## src/hw/rtl/ppc_pkg.sv

```systemverilog
package ppc_pkg;

  // Input transaction kinds
  typedef enum logic [2:0] {
    KIND_READ_DATA     = 3'd0,
    KIND_READ_STATUS   = 3'd1,
    KIND_READ_CONTROL  = 3'd2,
    KIND_WRITE_DATA    = 3'd3,
    KIND_WRITE_CONTROL = 3'd4,
    KIND_WRITE_SELECT  = 3'd5,
    KIND_TICK          = 3'd6
  } kind_e;

  // Configuration register indexes
  typedef enum logic [1:0] {
    CFG_ADD_LINE_FEED = 2'd0,
    CFG_ADD_FORM_FEED = 2'd1,
    CFG_IDLE_TIMEOUT  = 2'd2
  } cfg_idx_e;

  localparam int unsigned CfgIdxW   = 2;
  localparam int unsigned CfgDataW  = 16;
  localparam int unsigned IdleW     = 17;
  localparam int unsigned QueueDepth = 4;
  localparam int unsigned CountW    = 3;
  localparam int unsigned MaxNew    = 3;

  localparam logic [7:0]       StatusBase   = 8'h9f;
  localparam logic [7:0]       StatusNoAck  = 8'h40;
  localparam logic [7:0]       CharCr       = 8'h0d;
  localparam logic [7:0]       CharLf       = 8'h0a;
  localparam logic [7:0]       CharFf       = 8'd12;
  localparam logic [15:0]      TimeoutReset = 16'd500;
  localparam logic [IdleW-1:0] IdleMax      = {IdleW{1'b1}};
  localparam int unsigned      StrobeBit    = 0;
  localparam int unsigned      AutofeedBit  = 1;

  typedef struct packed {
    kind_e      kind;
    logic [7:0] value;
  } in_t;

  typedef struct packed {
    logic [7:0] read_value;
    logic       print_valid;
    logic [7:0] print_byte;
    logic       last;
  } out_t;

endpackage

```

## src/hw/rtl/parallel_printer_port_capture_unit.sv

```systemverilog
// Parallel printer port capture. Each input transaction (register read or
// write, or a millisecond tick) is accepted and its results, zero to three,
// are placed at once into a four-entry output queue that drains one result
// per cycle while out_stall_i is low. A new transaction is taken in every
// cycle as long as at most one result is left queued; a strobe that prints
// three bytes therefore holds the output longer, and the output queue drain
// sets the sustained rate. Configuration writes take effect at the next edge.
module parallel_printer_port_capture_unit (
  input  logic                   clk_i,
  input  logic                   rst_ni,
  input  logic                   in_valid_i,
  output logic                   in_stall_o,
  input  ppc_pkg::in_t           in_data_i,
  output logic                   out_valid_o,
  input  logic                   out_stall_i,
  output ppc_pkg::out_t          out_data_o,
  input  logic                   cfg_we_i,
  input  logic [ppc_pkg::CfgIdxW-1:0]  cfg_index_i,
  input  logic [ppc_pkg::CfgDataW-1:0] cfg_data_i
);
  import ppc_pkg::*;

  // Configuration
  logic        add_lf_q;
  logic        add_ff_q;
  logic [15:0] timeout_q;

  // Port state
  logic [7:0]       data_q, data_d;
  logic             strobe_q, strobe_d;
  logic             ack_q, ack_d;
  logic [7:0]       prev_q, prev_d;
  logic             job_q, job_d;
  logic [IdleW-1:0] idle_q, idle_d;

  // Output queue
  out_t              queue_q [QueueDepth];
  out_t              queue_d [QueueDepth];
  logic [CountW-1:0] count_q, count_d;
  logic [CountW-1:0] base;

  out_t       new_res [MaxNew];
  logic [1:0] new_cnt;

  logic             accept, pop, strobe_edge, extra_lf, auto_lf, close_job;
  logic [IdleW-1:0] idle_inc;

  assign pop         = (count_q != '0) && !out_stall_i;
  assign base        = count_q - CountW'(pop);
  assign in_stall_o  = (base > CountW'(1));
  assign accept      = in_valid_i && !in_stall_o;
  assign out_valid_o = (count_q != '0);
  assign out_data_o  = queue_q[0];

  // Write configuration registers
  always_ff @(posedge clk_i or negedge rst_ni) begin
    if (!rst_ni) begin
      add_lf_q  <= 1'b0;
      add_ff_q  <= 1'b0;
      timeout_q <= TimeoutReset;
    end else if (cfg_we_i) begin
      unique case (cfg_idx_e'(cfg_index_i))
        CFG_ADD_LINE_FEED: add_lf_q  <= cfg_data_i[0];
        CFG_ADD_FORM_FEED: add_ff_q  <= cfg_data_i[0];
        CFG_IDLE_TIMEOUT:  timeout_q <= cfg_data_i[15:0];
        default: ;
      endcase
    end
  end

  // Strobe printing and idle timer terms
  assign strobe_edge = (in_data_i.kind == KIND_WRITE_CONTROL) &&
                       !in_data_i.value[StrobeBit] && strobe_q;
  assign extra_lf    = add_lf_q && (prev_q == CharCr) && (data_q != CharLf);
  assign auto_lf     = in_data_i.value[AutofeedBit] && (data_q == CharCr);
  assign idle_inc    = (idle_q == IdleMax) ? idle_q : idle_q + IdleW'(1);
  assign close_job   = (timeout_q != '0) && (idle_inc > {1'b0, timeout_q});

  // Decode the transaction: state update and new results
  always_comb begin
    data_d   = data_q;
    strobe_d = strobe_q;
    ack_d    = ack_q;
    prev_d   = prev_q;
    job_d    = job_q;
    idle_d   = idle_q;
    new_cnt  = 2'd0;
    for (int j = 0; j < MaxNew; j++) begin
      new_res[j] = '0;
    end

    unique case (in_data_i.kind)
      KIND_READ_DATA: begin
        new_res[0].read_value = data_q;
        new_cnt               = 2'd1;
      end
      KIND_READ_STATUS: begin
        new_res[0].read_value = ack_q ? StatusBase : (StatusBase | StatusNoAck);
        new_cnt               = 2'd1;
        ack_d                 = 1'b0;
      end
      KIND_READ_CONTROL: begin
        new_cnt = 2'd1;
      end
      KIND_WRITE_DATA: begin
        data_d = in_data_i.value;
      end
      KIND_WRITE_CONTROL: begin
        strobe_d = in_data_i.value[StrobeBit];
        if (strobe_edge) begin
          // Data byte, then a line feed from either source; both are LF
          new_res[0].print_valid = 1'b1;
          new_res[0].print_byte  = data_q;
          new_res[1].print_valid = 1'b1;
          new_res[1].print_byte  = CharLf;
          new_res[2].print_valid = 1'b1;
          new_res[2].print_byte  = CharLf;
          new_cnt = 2'd1 + 2'(extra_lf) + 2'(auto_lf);
          ack_d   = 1'b1;
          job_d   = 1'b1;
          idle_d  = '0;
          if (add_lf_q) begin
            prev_d = auto_lf ? CharLf : data_q;
          end
        end
      end
      KIND_TICK: begin
        if (job_q) begin
          idle_d = idle_inc;
          if (close_job) begin
            job_d  = 1'b0;
            prev_d = '0;
            if (add_ff_q) begin
              new_res[0].print_valid = 1'b1;
              new_res[0].print_byte  = CharFf;
              new_cnt                = 2'd1;
            end
          end
        end
      end
      default: ;
    endcase

    // Flag the final result of this transaction
    for (int j = 0; j < MaxNew; j++) begin
      new_res[j].last = (2'(j + 1) == new_cnt);
    end
  end

  // Shift out the taken result and append new ones behind what is left
  always_comb begin
    for (int i = 0; i < QueueDepth; i++) begin
      if (pop && (i < QueueDepth - 1)) begin
        queue_d[i] = queue_q[(i + 1) % QueueDepth];
      end else begin
        queue_d[i] = queue_q[i];
      end
      for (int j = 0; j < MaxNew; j++) begin
        if (accept && (2'(j) < new_cnt) && (CountW'(i) == base + CountW'(j))) begin
          queue_d[i] = new_res[j];
        end
      end
    end
    count_d = base + (accept ? CountW'(new_cnt) : '0);
  end

  // Hold queue payload
  always_ff @(posedge clk_i) begin
    for (int i = 0; i < QueueDepth; i++) begin
      queue_q[i] <= queue_d[i];
    end
  end

  // Advance port state on accepted transactions
  always_ff @(posedge clk_i or negedge rst_ni) begin
    if (!rst_ni) begin
      count_q  <= '0;
      data_q   <= '0;
      strobe_q <= 1'b0;
      ack_q    <= 1'b0;
      prev_q   <= '0;
      job_q    <= 1'b0;
      idle_q   <= '0;
    end else begin
      count_q <= count_d;
      if (accept) begin
        data_q   <= data_d;
        strobe_q <= strobe_d;
        ack_q    <= ack_d;
        prev_q   <= prev_d;
        job_q    <= job_d;
        idle_q   <= idle_d;
      end
    end
  end

endmodule

```

## config.mk

```make
export PLATFORM = sky130hd
export DESIGN_NAME = parallel_printer_port_capture_unit
export DESIGN_NICKNAME = d
export VERILOG_FILES = /design/src/hw/rtl/ppc_pkg.sv /design/src/hw/rtl/parallel_printer_port_capture_unit.sv
export SDC_FILE = /design/constraint.sdc
export NUM_CORES = 1
export LEC_CHECK = 0
export CORE_MARGIN = 1.5
export CORE_UTILIZATION = 35
export DETAILED_ROUTE_END_ITERATION = 12
export DONT_BUFFER_PORTS = 1
export PLACE_DENSITY = 0.55
export SETUP_SLACK_MARGIN = 0.15
export SYNTH_ARGS = -nofsm -noshare
export SYNTH_HDL_FRONTEND = slang
export SYNTH_SLANG_ARGS = --single-unit
```

## constraint.sdc

```tcl
create_clock -name clk_i -period 4.4 [get_ports clk_i]
set_input_delay 0.22 -clock clk_i [delete_from_list [all_inputs] [get_ports clk_i]]
set_output_delay 0.22 -clock clk_i [all_outputs]
set_load 0.01 [all_outputs]
```

==> impl_results.md <==
- CP Max Fanout: 8
- Largest net degree at the start of global routing: 59
- Worst reg2reg setup slack: 260 ps
- Fmax: 0.242 GHz
- Final period util: 0.940
- RSZ-0062 raised after global routing: true
- Vias in the first global route: 5504
- Final setup vio count: 0
- Most used DFF post-synth: dfxtp_1
- Placed Area: 0.00737 mm^2
- PortBufs: 0
- Slew margin rel.: 0.272
- H-tree levels: 4
- Core box area: 0.0194 mm^2
- Mux share of post-synthesis cell area: 0.101
- Cells on worst reg2reg path: 20
- Tmin final: 4140 ps
- Post-Synth XOR/XNOR Area: 0.0203
- Worst vdd ir: 0.000282 V
- Later-pin clock latency in the skew report: 430 ps
- Final wirelength: 18200 um
- CP Data Arrival Time: 4310 ps
- Worst Hold Path EP: add_lf_q$_DFFE_PN0P_
- Syn_nets: 784
- Initial antenna violation count: 0
- Starting Density: 0.355
- Post-synthesis compound-gate area fraction: 0.178
- Ys Warns: 0
- N_diodes: 0
- Hold Crit Class: primary input to flop
- RR Startpoint: idle_q[1]$_DFFE_PN0P_
- CP Capture Type: flop
- R2R Path End: queue_q[0][4]$_DFFE_PP_
- Inst Count DP: 980
- Post-synthesis sequential area ratio: 0.440
- Pwr Density: 525 mW/mm^2
- Cell Count, Final, Fillers Out: 1073
- CTS Buf Count: 17
- Clk slew on worst S/H paths: 60 ps
- Setup TNS: 0 ps
- Root Driver: clkbuf_16
- Nets: 853
- CTS Sinks: 129
- Total iterations of the first detailed-routing run: 5
- Largest family of logic cells by synthesized area: compound AO/OA/AOI/OAI gates
- Share of layout cells above drive strength 1: 0.218
- Worst Max-Slew Pin Slew: 1080 ps
- Avg Synthesized Cell Area: 9.50 um^2
- Num rows: 51
- Io pins: 54
- Dpl hpwl: 12500 um
- Final slew viol count: 0
- Die footprint: 0.0205 mm^2
- Global route overflow: 0
- First-pass GRT wire length: 28500 um
- Via count: 5810
- Pleak: 3.60 nW
- Max clock buf depth: 2
- GP Congestion: 0.870
- Clock Skew: 16.7 ps
- Final Hold Viols: 0
- Residual DRC: 0
- Worst Hold Path Cells: 2
- Distinct cells, synth: 65
- Crit Path Class: flop to flop
- Chip width: 143 um
- Antenna violation net count after detailed routing: 0
- Status: complete, no violations
- FFs w/ async S/R, synth: 0.442
- WL/cell: 16.9 um
- Overall Global Routing Usage: 0.179
- Finished Cell Area: 0.00869 mm^2
- CP required: 4580 ps
- DRT iter0 DRCs: 339
- Number of synthesized flops with an enable pin: 16
- Adder-cell share of the synthesized area: 0.0446
- Area Overhead vs Synth: 26.0%
- Post-Syn Instances: 726
- Total of max-cap violations: 0
- Die Ht: 143 um
- Hold WS: 14.8 ps
- Seq cells post-synth: 129
- Worst hold start: cfg_index_i[0]
- Critical Path Start Type: flop
- Avg Vias per Cell: 5.41
- Synthesized area: 0.00689 mm^2
- CTS tree: yes
- Post-Synth Simple-Gate Area: 0.167
==> where the power goes <==
group / leakage (nW) / switching, W / internal, W
clock: 0.296 / 0.000558 / 0.000863
sequential: 1.32 / 0.000271 / 0.00153
combinational: 1.98 / 0.000743 / 0.000589
total: 3.60 / 0.00157 / 0.00299
==> Yosys cell counts (all sizes together) (3+ instances only) <==
master,n,share of area
mux2,27,0.044
edfxtp,16,0.070
nand2,73,0.040
ha,23,0.042
dfxtp,56,0.16
xor2,4,0.0051
a31oi,3,0.0045
inv,40,0.022
a21oi,30,0.022
nor4,10,0.0091
nor2,37,0.021
nand3,25,0.018
clkbuf,27,0.015
o31a,3,0.0038
nand4,12,0.011
o22ai,8,0.0073
buf,16,0.012
o31ai,23,0.025
o211ai,3,0.0040
and3,7,0.0064
and2,4,0.0040
o21ai,35,0.026
o21a,7,0.0076
or3,9,0.0082
dfstp,6,0.023
nor2b,19,0.017
nand2b,8,0.0073
xnor2,12,0.015
a211oi,44,0.048
mux2i,39,0.057
dfrtp,51,0.19
nor3,23,0.017
==> how the worst max path moves through the flow <==
stage,startpoint,end,slack [ps],depth (start not counted)
finish,idle_q[1]$_DFFE_PN0P_,queue_q[0][4]$_DFFE_PP_,260,20
detailed placement,idle_q[0]$_DFFE_PN0P_,queue_q[3][4]$_DFFE_PP_,90,15
global route,idle_q[1]$_DFFE_PN0P_,queue_q[0][4]$_DFFE_PP_,20,20
CTS,idle_q[0]$_DFFE_PN0P_,count_q[2]$_DFF_PN0_,170,17
floorplan,idle_q[0]$_DFFE_PN0P_,count_q[2]$_DFF_PN0_,140,18
global placement,idle_q[0]$_DFFE_PN0P_,queue_q[3][4]$_DFFE_PP_,170,15
==> flip-flops by register name, indices dropped and copies added (netlist names) <==
signal     count
job_q          1
add_ff_q       1
count_q        3
prev_q         8
add_lf_q       1
timeout_q     16
idle_q        17
queue_q       72
data_q         8
strobe_q       1
ack_q          1
==> area by class of cell <==
class                   count  area [um^2]
fillers                  1869        10700
repair buffers             93          856
flip-flops and latches    129         3040
multi-input cells         514         3720
well taps                 265          332
inverters                  40          150
clock buffers              22          497
clock inverters            10         93.8
==> kinds of logic (layout without fill, tap and decap cells) <==
family                   after synthesis  in the layout
AND/OR/NAND/NOR                      234            234
AO/OA/AOI/OAI                        174            174
flip-flops                           129            129
buffers and inverters                 83            165
multiplexers                          66             66
adder cells (fa/ha/maj)               24             24
XOR/XNOR                              16             16
==> layout by cell type (no fill, tap or decap), drive strengths merged, types with 10 or more instances in the layout <==
master,n
nor3,23
mux2,27
dfxtp,56
nand4,12
nand2,73
edfxtp,16
a211oi,44
xnor2,12
o21ai,35
nand3,25
clkbuf,23
ha,23
dfrtp,51
nor2b,19
dlygate4sd3,27
o31ai,23
buf,65
nor2,37
inv,45
mux2i,39
a21oi,30
nor4,10
==> through the flow <==
stage / total power (W) / utilization / setup slack (ps)
2_1_floorplan: 0.00268 / - / 141
3_3_place_gp: 0.00300 / 0.380 / 170
3_5_place_dp: 0.00303 / 0.380 / 91.6
4_1_cts: 0.00450 / 0.427 / 167
5_1_grt: 0.00481 / 0.448 / 22.9
6_report: 0.00456 / 0.448 / 265
==> per-layer routing <==
layer / global-route usage / wire length [um]
met1: 0.232 / 8170
met2: 0.290 / 8700
met3: 0.0420 / 981
met4: 0.0693 / 328
met5: 0 / 0
==> worst max-delay path, stage by stage (launching register included) <==
cell and delay [ps]:
dfrtp_1 410, ha_4 180, nand4_1 170, nor4_4 370, a2111oi_4 140, buf_4 170, buf_4 130, xor2_1 140
ha_1 290, nand4_1 150, buf_4 180, nor4_4 260, o21ai_2 140, buf_4 160, o211ai_4 120, and2_4 270
buf_4 140, buf_4 110, nor3_2 40, buf_4 170, nand2b_1 140
==> timing repair <==
| item | 4_1_cts | 5_1_grt |
|---|---|---|
| setup buffers | 3 | 29 |
| setup endpoints to repair | 13 | 95 |
| endpoints found under the hold margin | 85 | 0 |
| hold buffers | 28 | 0 |
| cloned | 0 | 1 |
| pin swaps | 3 | 34 |
| gates resized for setup | 1 | 34 |
Power figures use the tool's default switching activity.
